[src/rtl/tts_pkg.sv]
package tts_pkg;

    // Width of the token length counter; lengths saturate at all ones.
    localparam int LEN_BITS = 16;
    localparam logic [LEN_BITS-1:0] LEN_MAX = {LEN_BITS{1'b1}};

    localparam int KIND_W = 5;

    // Token kinds as they appear on the result channel.
    localparam logic [KIND_W-1:0] KIND_SPACE     = 5'd0;
    localparam logic [KIND_W-1:0] KIND_NEWLINE   = 5'd1;
    localparam logic [KIND_W-1:0] KIND_INTEGER   = 5'd2;
    localparam logic [KIND_W-1:0] KIND_FLOAT     = 5'd3;
    localparam logic [KIND_W-1:0] KIND_STRING    = 5'd4;
    localparam logic [KIND_W-1:0] KIND_SLASH     = 5'd5;
    localparam logic [KIND_W-1:0] KIND_DASH      = 5'd6;
    localparam logic [KIND_W-1:0] KIND_EQUAL     = 5'd7;
    localparam logic [KIND_W-1:0] KIND_SEMICOLON = 5'd8;
    localparam logic [KIND_W-1:0] KIND_COMMA     = 5'd9;
    localparam logic [KIND_W-1:0] KIND_COLON     = 5'd10;
    localparam logic [KIND_W-1:0] KIND_LPAREN    = 5'd11;
    localparam logic [KIND_W-1:0] KIND_RPAREN    = 5'd12;
    localparam logic [KIND_W-1:0] KIND_LBRACKET  = 5'd13;
    localparam logic [KIND_W-1:0] KIND_RBRACKET  = 5'd14;
    localparam logic [KIND_W-1:0] KIND_UNKNOWN   = 5'd15;
    localparam logic [KIND_W-1:0] KIND_END       = 5'd16;

    typedef enum logic [3:0] {
        MODE_IDLE,
        MODE_WS,
        MODE_NL,
        MODE_INT,
        MODE_FRAC,
        MODE_EMARK,
        MODE_EDIG,
        MODE_NSTR,
        MODE_ISTR
    } mode_t;

    typedef enum logic [3:0] {
        CLASS_UNK,
        CLASS_WS,
        CLASS_NL,
        CLASS_DIGIT,
        CLASS_CHAR,
        CLASS_DOT,
        CLASS_PLUS,
        CLASS_DASH,
        CLASS_MARK
    } class_t;

    typedef struct packed {
        logic [KIND_W-1:0]   kind;
        logic [LEN_BITS-1:0] length;
        logic                last;
    } token_t;

    // Kind of a single punctuation mark; unknown for anything that is not one.
    function automatic logic [KIND_W-1:0] mark_kind(input logic [7:0] b);
        logic [KIND_W-1:0] k;
        begin
            case (b)
                8'h2F, 8'h5C: k = KIND_SLASH;
                8'h2D:        k = KIND_DASH;
                8'h3D:        k = KIND_EQUAL;
                8'h3B:        k = KIND_SEMICOLON;
                8'h2C:        k = KIND_COMMA;
                8'h3A:        k = KIND_COLON;
                8'h28:        k = KIND_LPAREN;
                8'h29:        k = KIND_RPAREN;
                8'h5B:        k = KIND_LBRACKET;
                8'h5D:        k = KIND_RBRACKET;
                default:      k = KIND_UNKNOWN;
            endcase
            return k;
        end
    endfunction

    function automatic class_t classify(input logic [7:0] b);
        class_t c;
        begin
            if (b inside {8'h09, 8'h20})
            begin
                c = CLASS_WS;
            end
            else if (b inside {8'h0A, 8'h0D})
            begin
                c = CLASS_NL;
            end
            else if (b inside {[8'h30:8'h39]})
            begin
                c = CLASS_DIGIT;
            end
            else if (b inside {[8'h41:8'h5A], [8'h61:8'h7A],
                               8'h5F, 8'h3F, 8'h7C})
            begin
                c = CLASS_CHAR;
            end
            else if (b == 8'h2E)
            begin
                c = CLASS_DOT;
            end
            else if (b == 8'h2B)
            begin
                c = CLASS_PLUS;
            end
            else if (b == 8'h2D)
            begin
                c = CLASS_DASH;
            end
            else if (mark_kind(b) != KIND_UNKNOWN)
            begin
                c = CLASS_MARK;
            end
            else
            begin
                c = CLASS_UNK;
            end
            return c;
        end
    endfunction

endpackage

[src/rtl/tts_scan.sv]
// Token state of the scanner: the open token's mode and its length. One
// beat is consumed per step and yields zero, one or two tokens.
module tts_scan (
    input  logic              clk,
    input  logic              rst_n,
    input  logic              step,
    input  logic [7:0]        text_byte,
    input  logic              end_of_text,
    output logic [1:0]        tok_count,
    output tts_pkg::token_t   tok0,
    output tts_pkg::token_t   tok1
);

    tts_pkg::mode_t                mode_reg, mode_next;
    logic [tts_pkg::LEN_BITS-1:0]  len_reg, len_next;

    tts_pkg::class_t               cls;
    tts_pkg::mode_t                ext_mode;
    logic                          is_e;
    logic                          close_valid;
    logic [tts_pkg::KIND_W-1:0]    close_kind;
    logic                          second_valid;
    logic [tts_pkg::KIND_W-1:0]    second_kind;
    logic [tts_pkg::LEN_BITS-1:0]  second_len;

    assign cls  = tts_pkg::classify(text_byte);
    assign is_e = (text_byte == 8'h45) || (text_byte == 8'h65);

    // Mode after this byte if it extends the open token, else idle.
    always_comb
    begin
        ext_mode = tts_pkg::MODE_IDLE;
        case (mode_reg)
            tts_pkg::MODE_WS:
            begin
                if (cls == tts_pkg::CLASS_WS) ext_mode = tts_pkg::MODE_WS;
            end
            tts_pkg::MODE_NL:
            begin
                if (cls == tts_pkg::CLASS_NL) ext_mode = tts_pkg::MODE_NL;
            end
            tts_pkg::MODE_INT, tts_pkg::MODE_FRAC:
            begin
                if (cls == tts_pkg::CLASS_DIGIT)
                begin
                    ext_mode = mode_reg;
                end
                else if (cls == tts_pkg::CLASS_DOT && mode_reg == tts_pkg::MODE_INT)
                begin
                    ext_mode = tts_pkg::MODE_FRAC;
                end
                else if (cls == tts_pkg::CLASS_CHAR)
                begin
                    ext_mode = is_e ? tts_pkg::MODE_EMARK : tts_pkg::MODE_NSTR;
                end
            end
            tts_pkg::MODE_EMARK:
            begin
                if (cls inside {tts_pkg::CLASS_PLUS, tts_pkg::CLASS_DASH,
                                tts_pkg::CLASS_DIGIT})
                begin
                    ext_mode = tts_pkg::MODE_EDIG;
                end
                else if (cls == tts_pkg::CLASS_CHAR)
                begin
                    ext_mode = tts_pkg::MODE_NSTR;
                end
            end
            tts_pkg::MODE_EDIG:
            begin
                if (cls == tts_pkg::CLASS_DIGIT)
                begin
                    ext_mode = tts_pkg::MODE_EDIG;
                end
                else if (cls == tts_pkg::CLASS_CHAR)
                begin
                    ext_mode = tts_pkg::MODE_NSTR;
                end
            end
            tts_pkg::MODE_NSTR:
            begin
                if (cls inside {tts_pkg::CLASS_CHAR, tts_pkg::CLASS_DIGIT,
                                tts_pkg::CLASS_DOT})
                begin
                    ext_mode = tts_pkg::MODE_NSTR;
                end
            end
            tts_pkg::MODE_ISTR:
            begin
                if (cls inside {tts_pkg::CLASS_CHAR, tts_pkg::CLASS_DIGIT,
                                tts_pkg::CLASS_DASH, tts_pkg::CLASS_DOT})
                begin
                    ext_mode = tts_pkg::MODE_ISTR;
                end
            end
            default:
            begin
                ext_mode = tts_pkg::MODE_IDLE;
            end
        endcase
    end

    always_comb
    begin
        case (mode_reg)
            tts_pkg::MODE_WS:                      close_kind = tts_pkg::KIND_SPACE;
            tts_pkg::MODE_NL:                      close_kind = tts_pkg::KIND_NEWLINE;
            tts_pkg::MODE_INT:                     close_kind = tts_pkg::KIND_INTEGER;
            tts_pkg::MODE_FRAC, tts_pkg::MODE_EDIG: close_kind = tts_pkg::KIND_FLOAT;
            default:                               close_kind = tts_pkg::KIND_STRING;
        endcase
    end

    // The open token closes on end of text or on a byte that cannot extend it;
    // the second token is a mark, an unknown byte or the end token.
    always_comb
    begin
        mode_next    = mode_reg;
        len_next     = len_reg;
        close_valid  = 1'b0;
        second_valid = 1'b0;
        second_kind  = tts_pkg::KIND_END;
        second_len   = '0;
        if (end_of_text)
        begin
            close_valid  = (mode_reg != tts_pkg::MODE_IDLE);
            second_valid = 1'b1;
            mode_next    = tts_pkg::MODE_IDLE;
            len_next     = '0;
        end
        else if (ext_mode != tts_pkg::MODE_IDLE)
        begin
            mode_next = ext_mode;
            if (len_reg != tts_pkg::LEN_MAX)
                len_next = len_reg + {{(tts_pkg::LEN_BITS-1){1'b0}}, 1'b1};
        end
        else
        begin
            close_valid = (mode_reg != tts_pkg::MODE_IDLE);
            mode_next   = tts_pkg::MODE_IDLE;
            len_next    = '0;
            case (cls)
                tts_pkg::CLASS_WS:
                begin
                    mode_next = tts_pkg::MODE_WS;
                    len_next  = {{(tts_pkg::LEN_BITS-1){1'b0}}, 1'b1};
                end
                tts_pkg::CLASS_NL:
                begin
                    mode_next = tts_pkg::MODE_NL;
                    len_next  = {{(tts_pkg::LEN_BITS-1){1'b0}}, 1'b1};
                end
                tts_pkg::CLASS_DIGIT:
                begin
                    mode_next = tts_pkg::MODE_INT;
                    len_next  = {{(tts_pkg::LEN_BITS-1){1'b0}}, 1'b1};
                end
                tts_pkg::CLASS_CHAR:
                begin
                    mode_next = tts_pkg::MODE_ISTR;
                    len_next  = {{(tts_pkg::LEN_BITS-1){1'b0}}, 1'b1};
                end
                default:
                begin
                    // Marks, dashes and unknown bytes are single-byte tokens.
                    second_valid = 1'b1;
                    second_kind  = tts_pkg::mark_kind(text_byte);
                    second_len   = {{(tts_pkg::LEN_BITS-1){1'b0}}, 1'b1};
                end
            endcase
        end
    end

    always_comb
    begin
        tok_count   = {1'b0, close_valid} + {1'b0, second_valid};
        tok1.kind   = second_kind;
        tok1.length = second_len;
        tok1.last   = 1'b1;
        if (close_valid)
        begin
            tok0.kind   = close_kind;
            tok0.length = len_reg;
            tok0.last   = !second_valid;
        end
        else
        begin
            tok0 = tok1;
        end
    end

    always_ff @(posedge clk or negedge rst_n)
    begin
        if (!rst_n)
        begin
            mode_reg <= tts_pkg::MODE_IDLE;
            len_reg  <= '0;
        end
        else if (step)
        begin
            mode_reg <= mode_next;
            len_reg  <= len_next;
        end
    end

endmodule

[src/rtl/text_token_scanner.sv]
// Channel  | Handshake          | Payload
// ---------+--------------------+---------------------------------------------
// input    | in_valid, in_stall | text_byte[7:0], end_of_text
// result   | out_valid, out_stall | token_kind[4:0], token_length[15:0], last_of_run
//
// One input beat can be accepted every cycle while in_stall is low. A beat is
// held in the input register, then the scanner updates its mode and writes
// zero, one or two tokens into a four-entry result queue; the token at the
// queue head is shown on the result channel and taken when out_stall is low.
// The input stalls only while the queue lacks room for two tokens, so the
// sustained rate is one beat per cycle whenever the result side takes one
// token per cycle and beats give one token each.
// Reset idles the scanner with no token open and empties the queue.
module text_token_scanner (
    input  logic                          clk,
    input  logic                          rst_n,
    input  logic                          in_valid,
    output logic                          in_stall,
    input  logic [7:0]                    text_byte,
    input  logic                          end_of_text,
    output logic                          out_valid,
    input  logic                          out_stall,
    output logic [tts_pkg::KIND_W-1:0]    token_kind,
    output logic [tts_pkg::LEN_BITS-1:0]  token_length,
    output logic                          last_of_run
);

    localparam int QDEPTH = 4;
    localparam int QPTR_W = $clog2(QDEPTH);
    localparam int QCNT_W = $clog2(QDEPTH + 1);

    // Input register.
    logic        s1_valid_reg, s1_valid_next;
    logic [7:0]  s1_byte_reg;
    logic        s1_eot_reg;

    // Result queue.
    tts_pkg::token_t     queue_reg [QDEPTH];
    logic [QPTR_W-1:0]   wr_ptr_reg, wr_ptr_next;
    logic [QPTR_W-1:0]   rd_ptr_reg, rd_ptr_next;
    logic [QCNT_W-1:0]   count_reg, count_next;

    logic                in_accept;
    logic                advance;
    logic                pop;
    logic [1:0]          tok_count;
    logic [1:0]          push_count;
    tts_pkg::token_t     tok0;
    tts_pkg::token_t     tok1;
    tts_pkg::token_t     head;

    // The held beat moves on only when the queue can take both of its tokens.
    assign advance   = s1_valid_reg && (count_reg <= QCNT_W'(QDEPTH - 2));
    assign in_stall  = s1_valid_reg && !advance;
    assign in_accept = in_valid && !in_stall;
    assign pop       = out_valid && !out_stall;

    tts_scan u_scan (
        .clk         (clk),
        .rst_n       (rst_n),
        .step        (advance),
        .text_byte   (s1_byte_reg),
        .end_of_text (s1_eot_reg),
        .tok_count   (tok_count),
        .tok0        (tok0),
        .tok1        (tok1)
    );

    assign push_count = advance ? tok_count : 2'd0;

    always_comb
    begin
        s1_valid_next = s1_valid_reg;
        if (in_accept)
        begin
            s1_valid_next = 1'b1;
        end
        else if (advance)
        begin
            s1_valid_next = 1'b0;
        end
        wr_ptr_next = wr_ptr_reg + QPTR_W'(push_count);
        rd_ptr_next = rd_ptr_reg + QPTR_W'(pop);
        count_next  = count_reg + QCNT_W'(push_count) - QCNT_W'(pop);
    end

    always_ff @(posedge clk or negedge rst_n)
    begin
        if (!rst_n)
        begin
            s1_valid_reg <= 1'b0;
            wr_ptr_reg   <= '0;
            rd_ptr_reg   <= '0;
            count_reg    <= '0;
        end
        else
        begin
            s1_valid_reg <= s1_valid_next;
            wr_ptr_reg   <= wr_ptr_next;
            rd_ptr_reg   <= rd_ptr_next;
            count_reg    <= count_next;
        end
    end

    // Payload registers carry no reset.
    always_ff @(posedge clk)
    begin
        if (in_accept)
        begin
            s1_byte_reg <= text_byte;
            s1_eot_reg  <= end_of_text;
        end
        if (push_count != 2'd0)
        begin
            queue_reg[wr_ptr_reg] <= tok0;
        end
        if (push_count == 2'd2)
        begin
            queue_reg[wr_ptr_reg + QPTR_W'(1)] <= tok1;
        end
    end

    assign head         = queue_reg[rd_ptr_reg];
    assign out_valid    = (count_reg != '0);
    assign token_kind   = head.kind;
    assign token_length = head.length;
    assign last_of_run  = head.last;

endmodule
[config.mk]
export PLATFORM = sky130hd
export DESIGN_NAME = text_token_scanner
export DESIGN_NICKNAME = d
export VERILOG_FILES = /design/src/rtl/tts_pkg.sv /design/src/rtl/tts_scan.sv /design/src/rtl/text_token_scanner.sv
export SDC_FILE = /design/constraint.sdc
export NUM_CORES = 1
export LEC_CHECK = 0
export BUFFER_PORTS_ARGS = -buffer_cell sky130_fd_sc_hd__buf_2
export CORE_ASPECT_RATIO = 0.9
export CORE_MARGIN = 5
export CORE_UTILIZATION = 60
export DETAILED_ROUTE_END_ITERATION = 8
export PLACE_DENSITY = 0.79
export SLEW_MARGIN = 0
export SYNTH_ARGS = -nofsm -noshare
export SYNTH_HDL_FRONTEND = slang
export SYNTH_SLANG_ARGS = --single-unit
[constraint.sdc]
create_clock -name clk -period 6.49 [get_ports clk]
set_clock_uncertainty 0.1 [all_clocks]
set_input_delay 0.649 -clock clk [delete_from_list [all_inputs] [get_ports clk]]
set_output_delay 0.649 -clock clk [all_outputs]
set_load 0.03 [all_outputs]
=== Word level (Yosys, flattened, before mapping) ===
Memories as Yosys holds them, arrays and structs flattened.
Cells that the tools add are included.

* Bits in registers: 37
* Memory bits (writable): 88
* Input port bits: 13
* Output and inout port bits: 24
* Word-level logic and storage cells: 149
* Memories kept: 1

* $add $sub $neg: 7
* Order comparisons: 7
* Equality and inequality tests: 41
* Muxes and demuxes: 56
* Reduce and logical (&&, ||, !) cells: 29

{| class="wikitable"
|+ Memories
! memory !! depth !! width !! rd ports !! clocked after Yosys merged registers in !! wr ports !! line !! RTL
|-
| queue_reg || 4 || 22 || 1 || 0 || 2 || text_token_scanner.sv:38 || <nowiki>tts_pkg::token_t queue_reg [QDEPTH];</nowiki>
|}

{| class="wikitable"
|+ Operators by type and width
! cell !! count
|-
| equality test 8 x 6 -> 1 bit (second input constant) || 12
|-
| 2-to-1 mux 16 bit || 5
|-
| 2-to-1 mux 4 bit || 16
|-
| equality test 8 x 7 -> 1 bit (second input constant) || 7
|-
| 2-to-1 mux 5 bit || 10
|-
| case mux 4 bit (10 select lines) || 1
|-
| case mux 4 bit (9 select lines) || 1
|-
| equality test 4 x 3 -> 1 bit (second input constant) || 8
|-
| case mux 4 bit (7 select lines) || 1
|-
| equality test 8 x 4 -> 1 bit (second input constant) || 3
|-
| 2-to-1 mux 22 bit || 1
|-
| adder 16 x 1 -> 16 bit (second input constant) || 1
|-
| equality test 4 x 2 -> 1 bit (second input constant) || 4
|-
| greater-or-equal comparator 8 x 7 -> 1 bit (second input constant) || 2
|-
| <= comparator 8 x 7 -> 1 bit (second input constant) || 2
|-
| != test 16 bit (second input constant) || 1
|-
| case mux 4 bit (4 select lines) || 1
|-
| 2-to-1 mux 1 bit || 14
|-
| case mux 3 bit (4 select lines) || 1
|-
| nonzero test 4 bit || 3
|-
| nonzero test 3 bit || 3
|-
| equality test 4 x 1 -> 1 bit (second input constant) || 2
|-
| greater-or-equal comparator 8 x 6 -> 1 bit (second input constant) || 1
|-
| <= comparator 8 x 6 -> 1 bit (second input constant) || 1
|-
| other kinds (21) || 39
|}

=== Logic depth before layout (Yosys ltp) ===
Gate-level depths: netlist of the first run.

* Word-level depth: 32
* Mapped depth: 19

=== Hierarchy ===
Synthesis of the first run repeated with hierarchy kept, for this count alone.

* Cells, all modules: 590
* Area total of the unflattened synthesis: 7534.7 um2

{| class="wikitable"
|+ Modules (own cells, without submodules)
! module !! times used !! cells each !! area an instance (um2)
|-
| text_token_scanner || 1 || 275 || 5138.7
|-
| tts_scan || 1 || 315 || 2396.0
|}

=== Worst setup path before layout of the first run ===
Ideal clock, no wire load.

* Path kind: register -> register
* Start: register s1_byte_reg[7]
* End: register count_reg[2]
* Library setup time: 123 ps
* Data arrival time: 4303 ps
* Data required time: 6267 ps
* Setup slack: 1964 ps
* Stages on the path, launching flop included: 18
* Path through: edfxtp_1 or3b_1 buf_2 or3_4 nor4b_4 a311o_1 o41ai_4 nand2_4 inv_1 ha_1 and3_1 inv_1 ha_1 inv_1 ha_1 fa_1 xnor2_1 xnor2_1

* Cells in the longest elaborated chain, start to end: 31

{| class="wikitable"
|+ Ends and longest elaborated chain
! what !! line !! RTL
|-
| start, declared || text_token_scanner.sv:34 || <nowiki>logic [7:0] s1_byte_reg;</nowiki>
|-
| start signal, assigned || text_token_scanner.sv:110 || <nowiki>s1_byte_reg <= text_byte;</nowiki>
|-
| equality test 8 x 6 -> 1 bit / equality test 8 x 7 -> 1 bit (equally long branches) || tts_pkg.sv:62 || <nowiki>case (b)</nowiki>
|-
| OR reduction 2 bit || tts_pkg.sv:62 ||
|-
| case mux 4 bit (9 select lines) || tts_pkg.sv:62 ||
|-
| 2-to-1 mux 5 bit || tts_pkg.sv:107 || <nowiki>else if (b == 8'h2D)</nowiki>
|-
| 2-to-1 mux 5 bit || tts_pkg.sv:103 || <nowiki>else if (b == 8'h2B)</nowiki>
|-
| 2-to-1 mux 5 bit || tts_pkg.sv:99 || <nowiki>else if (b == 8'h2E)</nowiki>
|-
| 2-to-1 mux 5 bit || tts_pkg.sv:94 || <nowiki>else if (b inside {[8'h41:8'h5A], [8'h61:8'h7A],</nowiki>
|-
| 2-to-1 mux 5 bit || tts_pkg.sv:90 || <nowiki>else if (b inside {[8'h30:8'h39]})</nowiki>
|-
| [16 not listed] || -- ||
|-
| nonzero test 4 bit || tts_scan.sv:131 || <nowiki>else if (ext_mode != tts_pkg::MODE_IDLE)</nowiki>
|-
| 2-to-1 mux 1 bit || tts_scan.sv:131 ||
|-
| 2-to-1 mux 1 bit || tts_scan.sv:124 || <nowiki>if (end_of_text)</nowiki>
|-
| adder 1 x 1 -> 2 bit * || tts_scan.sv:176 || <nowiki>tok_count = {1'b0, close_valid} + {1'b0, second_valid};</nowiki>
|-
| 2-to-1 mux 2 bit * || text_token_scanner.sv:69 || <nowiki>assign push_count = advance ? tok_count : 2'd0;</nowiki>
|-
| adder 3 x 2 -> 3 bit * || text_token_scanner.sv:84 || <nowiki>count_next = count_reg + QCNT_W'(push_count) - QCNT_W'(pop);</nowiki>
|-
| subtractor 3 x 1 -> 3 bit * || text_token_scanner.sv:84 ||
|-
| net count_next[2] || text_token_scanner.sv:41 || <nowiki>logic [QCNT_W-1:0] count_reg, count_next;</nowiki>
|-
| end signal, assigned || text_token_scanner.sv:101 || <nowiki>count_reg <= count_next;</nowiki>
|-
| end, declared || text_token_scanner.sv:41 ||
|}

The timed path passes the listed nets; every way through them passes the cells marked *. The select of a mux whose other input is x is not followed.
A chain may end at the register's enable or synchronous reset.

==> results of run 1 <==
==> power by group <==
group	internal (mW)	leakage (nW)	switching, mW
clock	0.646	0.315	0.355
sequential	0.922	1.20	0.140
combinational	0.353	1.35	0.682
total	1.92	2.86	1.18
==> worst paths after layout <==
path                                  from                end
max                         s1_byte_reg[1]    queue_reg[0][0]
min                                  rst_n      rd_ptr_reg[0]
min reg2reg                queue_reg[0][0]    queue_reg[0][0]
max reg2reg                 s1_byte_reg[1]    queue_reg[0][0]
min in group clk              text_byte[3]     s1_byte_reg[3]
max in group asynchronous            rst_n  u_scan.len_reg[3]
==> layout make-up <==
cell class / count / area [um^2] / area share, %
Clock buffer: 22 / 517 / 7.28
Clock inverter: 10 / 120 / 1.69
Inverter: 17 / 63.8 / 0.899
Multi-Input combinational cell: 385 / 3040 / 42.8
Sequential cell: 125 / 2970 / 41.9
Tap cell: 129 / 161 / 2.27
Timing Repair Buffer: 42 / 225 / 3.17
==> synth_stat cells (all sizes together), types with 9 or more instances <==
| master | count |
|---|---|
| and3 | 11 |
| o21ai | 29 |
| nor2 | 39 |
| nor3 | 9 |
| a21oi | 25 |
| nand3 | 16 |
| inv | 17 |
| o22ai | 12 |
| clkbuf | 25 |
| dfrtp | 28 |
| edfxtp | 33 |
| xor2 | 10 |
| mux4 | 22 |
| nand2 | 27 |
| dfxtp | 64 |
| buf | 16 |
| nand2b | 9 |
| a22o | 62 |
==> kinds of logic after synthesis <==
group,after synthesis,synth area share [%]
compound gates,172,20.9
simple gates,168,15.8
flops,125,47.4
buf+inv,58,4.13
mux,23,8.06
xor+xnor,14,1.95
fa+ha+maj,8,1.72
==> per-layer routing <==
metal  vias up  global-route usage, %
met3        22                   5.22
met1      2425                   36.2
li1       2229                      -
met2       239                   38.7
met4         0                   6.14
met5         -                      0
==> stage by stage <==
stage	power [mW]	setup WS, ps	instance area (um^2)	hold WS [ps]	cells
after floorplan	1.83	1960	6270	253	568
after CTS	3.09	916	7100	175	730
final	3.10	854	7100	159	730
after global placement	2.05	1280	6460	344	698
after detailed placement	2.08	1010	6460	357	698
after global routing	3.26	518	7100	207	730
==> reports/metrics.yaml, run 1 <==
route:
  drt_iter0_markers: 568
  wl_mm: 15.2
  dr_wl_met2_mm: 7.06
  met1_length_mm: 6.77
  wl_per_cell_um: 20.8
  drc_errors: 0
  routed.top_layer: "met4"
  viasPerCell: 6.73
  dr.pass1.iters: 7
  route.met3.wl_mm: 1.17
  num_vias: 4915
  ant_nets: 0
setup_path:
  critPathTopFamily: "compound AO/OA/AOI/OAI gates"
  cp_data_arrival_time_ps: 5840
  crit_type: "reg -> reg"
  path_cells: "or4_4 > o21ai_2 > o21bai_2 > a221oi_1 > a21oi_1 > o41ai_4 > nand2_4 > inv_1 > ha_1 > o21ai_1 > nor3_1 > nor2_1 > inv_1 > o32a_1"
  crit_path_end_kind: "flop"
  start_kind: "flop"
  reg2reg_slack_ps: 850
  crit_fanout: 21
  worst_ep_required_time_ps: 6690
  crit_path_max_incr_delay_ps: 770
  crit_top_cell: "inv_1"
  crit_buf_inv: 2
  cp_slowest_cell: "o41ai_4"
  cp_num_cells: 14
  reg2regPathDepth: 14
die:
  io_pins: 37
  start_util_pct: 61.2
  die_h_um: 107
  core_area_um2: 10200
  rows: 35
  dieWidth_um: 118
  dieArea_um2: 12600
cells_and_area:
  finalNetCount: 609
  areaGrowthSynthToFinish_pct: 13.2
  nFillCells: 753
  final_common_cell: "dfxtp_1"
  post-route-util_pct: 69.3
  layout-drive-gt1-share_pct: 20.0
  largest_reg_flops: 88
  diodes: 0
  layout_common_cells: "dfxtp_1, a22o_1, buf_2"
status:
  outcome: "finished clean"
synthesis:
  syn-num-nets: 589
  synth.area.top_cells: "dfxtp_1, edfxtp_1, dfrtp_1, a22o_1, mux4_2"
  synth_ff_type: "dfxtp_1"
  ys_types: 72
  netlist_area_um2: 6270
  synth-seq-cells: 125
  netlist.area_leader.share_pct: 20.4
  yosysSeqAreaShare_pct: 47.4
  netlist_instances: 568
  yosysTopAreaCell: "dfxtp_1"
  async_flop_share_pct: 22.4
  ys_warn_count: 0
  syn_area_per_cell_um2: 11.0
  synth_edf_count: 33
clocking:
  post_cts_resized: 0
  clockRootBuffer: "clkbuf_16"
  postCtsHoldBufs: 0
  clk_latency_ps: 410
  cts_buffers: 17
  cts.sinks: 125
  post_cts_buffers: 0
  clockBufferDepth: 2
  tritoncts: "done"
  htreeDepth: 4
  path_clk_slew_ps: 60
sta:
  fmax_mhz: 177
  final-max-slew-violation-count: 0
  rsz0062_at_grt: "false"
  timing.final.crit_share_pct: 86.8
  slew-limit-headroom_pct: 28.8
  tns_ps: 0
  setup_viol: 0
  period_minus_slack_ps: 5640
  worst_pin_slew_ps: 1060
  finalHoldViolCount: 0
placement:
  place_congestion: 0.905
  dp_hpwl_mm: 9.92
  port_buffers: 36
power:
  power_leakage_nw: 2.86
  peakVddDrop_v: 0.000443
  power.density_nw_per_um2: 436
flow_run:
  max_cap_viol_count: 0
global_routing:
  grt_overflow: 0
  grt_pass1_vias: 4784
  grt_pass1_wl_mm: 25.3
  gr-usage-all-layers_pct: 25.0
  grt_max_degree: 29
  antenna_found_initial: 0
hold_path:
  hp-class: "in -> async"
Power figures use the tool's default switching activity.
==> run 2, diff against run 1 <==
- CTS_BUF_LIST: not set -> sky130_fd_sc_hd__clkbuf_2
- clock period: 6.49 -> 6.62 ns (I/O delays scaled with it)
==> reports/metrics.yaml, run 2 (synthesis results as in run 1) <==
status:
  outcome: "finished clean"
global_routing:
  grt_pass1_wl_mm: 24.6
  grt_util_met3_pct: 5.96
  gr-usage-all-layers_pct: 24.1
  antenna_found_initial: 0
  grt.busiest_layer: "met2"
  grt_overflow: 0
  grt_pass1_vias: 4758
  grt_max_degree: 29
  met2_usage_pct: 36.7
  met1_usage_pct: 34.6
die:
  rows: 35
  core_area_um2: 10200
  start_util_pct: 61.2
  io_pins: 37
  die_h_um: 107
  dieWidth_um: 118
  dieArea_um2: 12600
cells_and_area:
  final_common_cell: "dfxtp_1"
  layout_common_cells: "dfxtp_1, a22o_1, buf_2"
  areaGrowthSynthToFinish_pct: 9.46
  finalNetCount: 619
  nFillCells: 812
  largest_reg_flops: 88
  diodes: 0
  multiInputGateArea_um2: 3040
  finalNonFillerCells: 740
  seq_area_um2: 2970
  layout-drive-gt1-share_pct: 19.5
power:
  swShare_pct: 41.6
  intPower_mw: 1.54
  peakVddDrop_v: 0.000356
  comb_power_share_pct: 38.3
  power.density_nw_per_um2: 384
  pwr-share-clk_pct: 22.3
  power_switching_mw: 1.10
  power_leakage_nw: 2.77
  report.power.total_mw: 2.64
  seq_power_share_pct: 39.4
clocking:
  clockBufferDepth: 2
  htreeDepth: 4
  tritoncts: "done"
  cts_buffers: 17
  post_cts_resized: 0
  clk_latency_ps: 680
  cts.sinks: 125
  clockRootBuffer: "clkbuf_2"
  path_clk_slew_ps: 190
sta:
  timing.final.crit_share_pct: 84.8
  slew-limit-headroom_pct: 26.7
  tns_ps: 0
  finalHoldViolCount: 0
  worst_pin_slew_ps: 1100
  worst_hold_slack_ps: 84.3
  setup_viol: 0
  fmax_mhz: 178
  final-max-slew-violation-count: 0
  rsz0062_at_grt: "false"
  period_minus_slack_ps: 5610
hold_path:
  min_delay_path_depth: 2
  hp-class: "in -> reg"
setup_path:
  crit_path_max_incr_delay_ps: 750
  cp_data_arrival_time_ps: 6090
  reg2regPathDepth: 14
  start_kind: "flop"
  crit_type: "reg -> reg"
  path_cells: "or4_4 > o21ai_2 > o21bai_2 > a221oi_1 > a21oi_1 > o41ai_4 > nand2_4 > inv_1 > ha_1 > o21ai_1 > nor3_1 > nor2_1 > inv_1 > o32a_1"
  crit_top_cell: "inv_1"
  crit_fanout: 21
  crit_path_end_kind: "flop"
  crit_buf_inv: 2
  worst_ep_required_time_ps: 7090
  cp_slowest_cell: "o41ai_4"
  cp_num_cells: 14
  critPathTopFamily: "compound AO/OA/AOI/OAI gates"
placement:
  place_congestion: 0.907
  dp_hpwl_mm: 10.1
  port_buffers: 36
  dpl.cell_count: 698
route:
  wl_per_cell_um: 20.1
  num_vias: 4907
  drc_errors: 0
  viasPerCell: 6.63
  wl_mm: 14.9
  ant_nets: 0
  dr.pass1.iters: 5
  drt_iter0_markers: 522
flow_run:
  max_cap_viol_count: 0
[run 2: worst paths after layout]
path | start | to | slack [ps]
worst min-delay path | in_valid | s1_valid_reg | 80
worst max register to register | s1_byte_reg[1] | queue_reg[0][0] | 1010
worst min register to register | queue_reg[3][0] | queue_reg[3][0] | 390
worst max-delay path | s1_byte_reg[1] | queue_reg[0][0] | 1010
max in group asynchronous | rst_n | u_scan.mode_reg[1] | 5560
min in group asynchronous | rst_n | u_scan.len_reg[6] | 420
[run 2: layout make-up]
cell class                      instances  area share (%)
Multi-Input combinational cell        385            44.3
Timing Repair Buffer                   52            4.74
Sequential cell                       125            43.3
Tap cell                              129            2.35
Inverter                               17           0.929
Clock inverter                         14            3.08
Clock buffer                           18            1.31
[run 2: power groups by stage]
| stage | clock network [mW] | registers, mW | logic, mW |
|---|---|---|---|
| after floorplan | 0 | 0.959 | 0.836 |
| after global placement | 0 | 1.04 | 0.966 |
| after detailed placement | 0 | 1.05 | 0.999 |
| after CTS | 0.591 | 1.03 | 1.00 |
| after global routing | 0.631 | 1.05 | 1.10 |
| final | 0.587 | 1.04 | 1.01 |
[run 2: routing by layer]
layer	wire length (um)	part of all wire, %	vias to the layer above
met5	0	0	-
met4	126	0.85	0
met3	1070	7.2	15
met2	6770	45	222
met1	6930	47	2422
li1	-	-	2248
[run 2: repair_timing]
action / CTS / global route
hold endpoints to repair: 28 / 9
hold buffers: 1 / 9
buffers inserted: 0 / 0
[run 2: through the flow]
stage | utilization (%) | setup WS (ps) | instance area [um^2]
global placement | 63.1 | 1400 | 6460
finish | 67.0 | 1010 | 6870
detailed placement | 63.1 | 1110 | 6460
floorplan | - | 2090 | 6270
CTS | 66.1 | 1040 | 6780
global route | 67.0 | 602 | 6870
[run 2: worst reg2reg max path, cell delays in order (launching register included)]
cell and delay, ps:
edfxtp_1 710, or4_4 640, o21ai_2 160, o21bai_2 150
a221oi_1 420, a21oi_1 240, o41ai_4 760, nand2_4 310
inv_1 120, ha_1 310, o21ai_1 420, nor3_1 140
nor2_1 500, inv_1 300, o32a_1 260
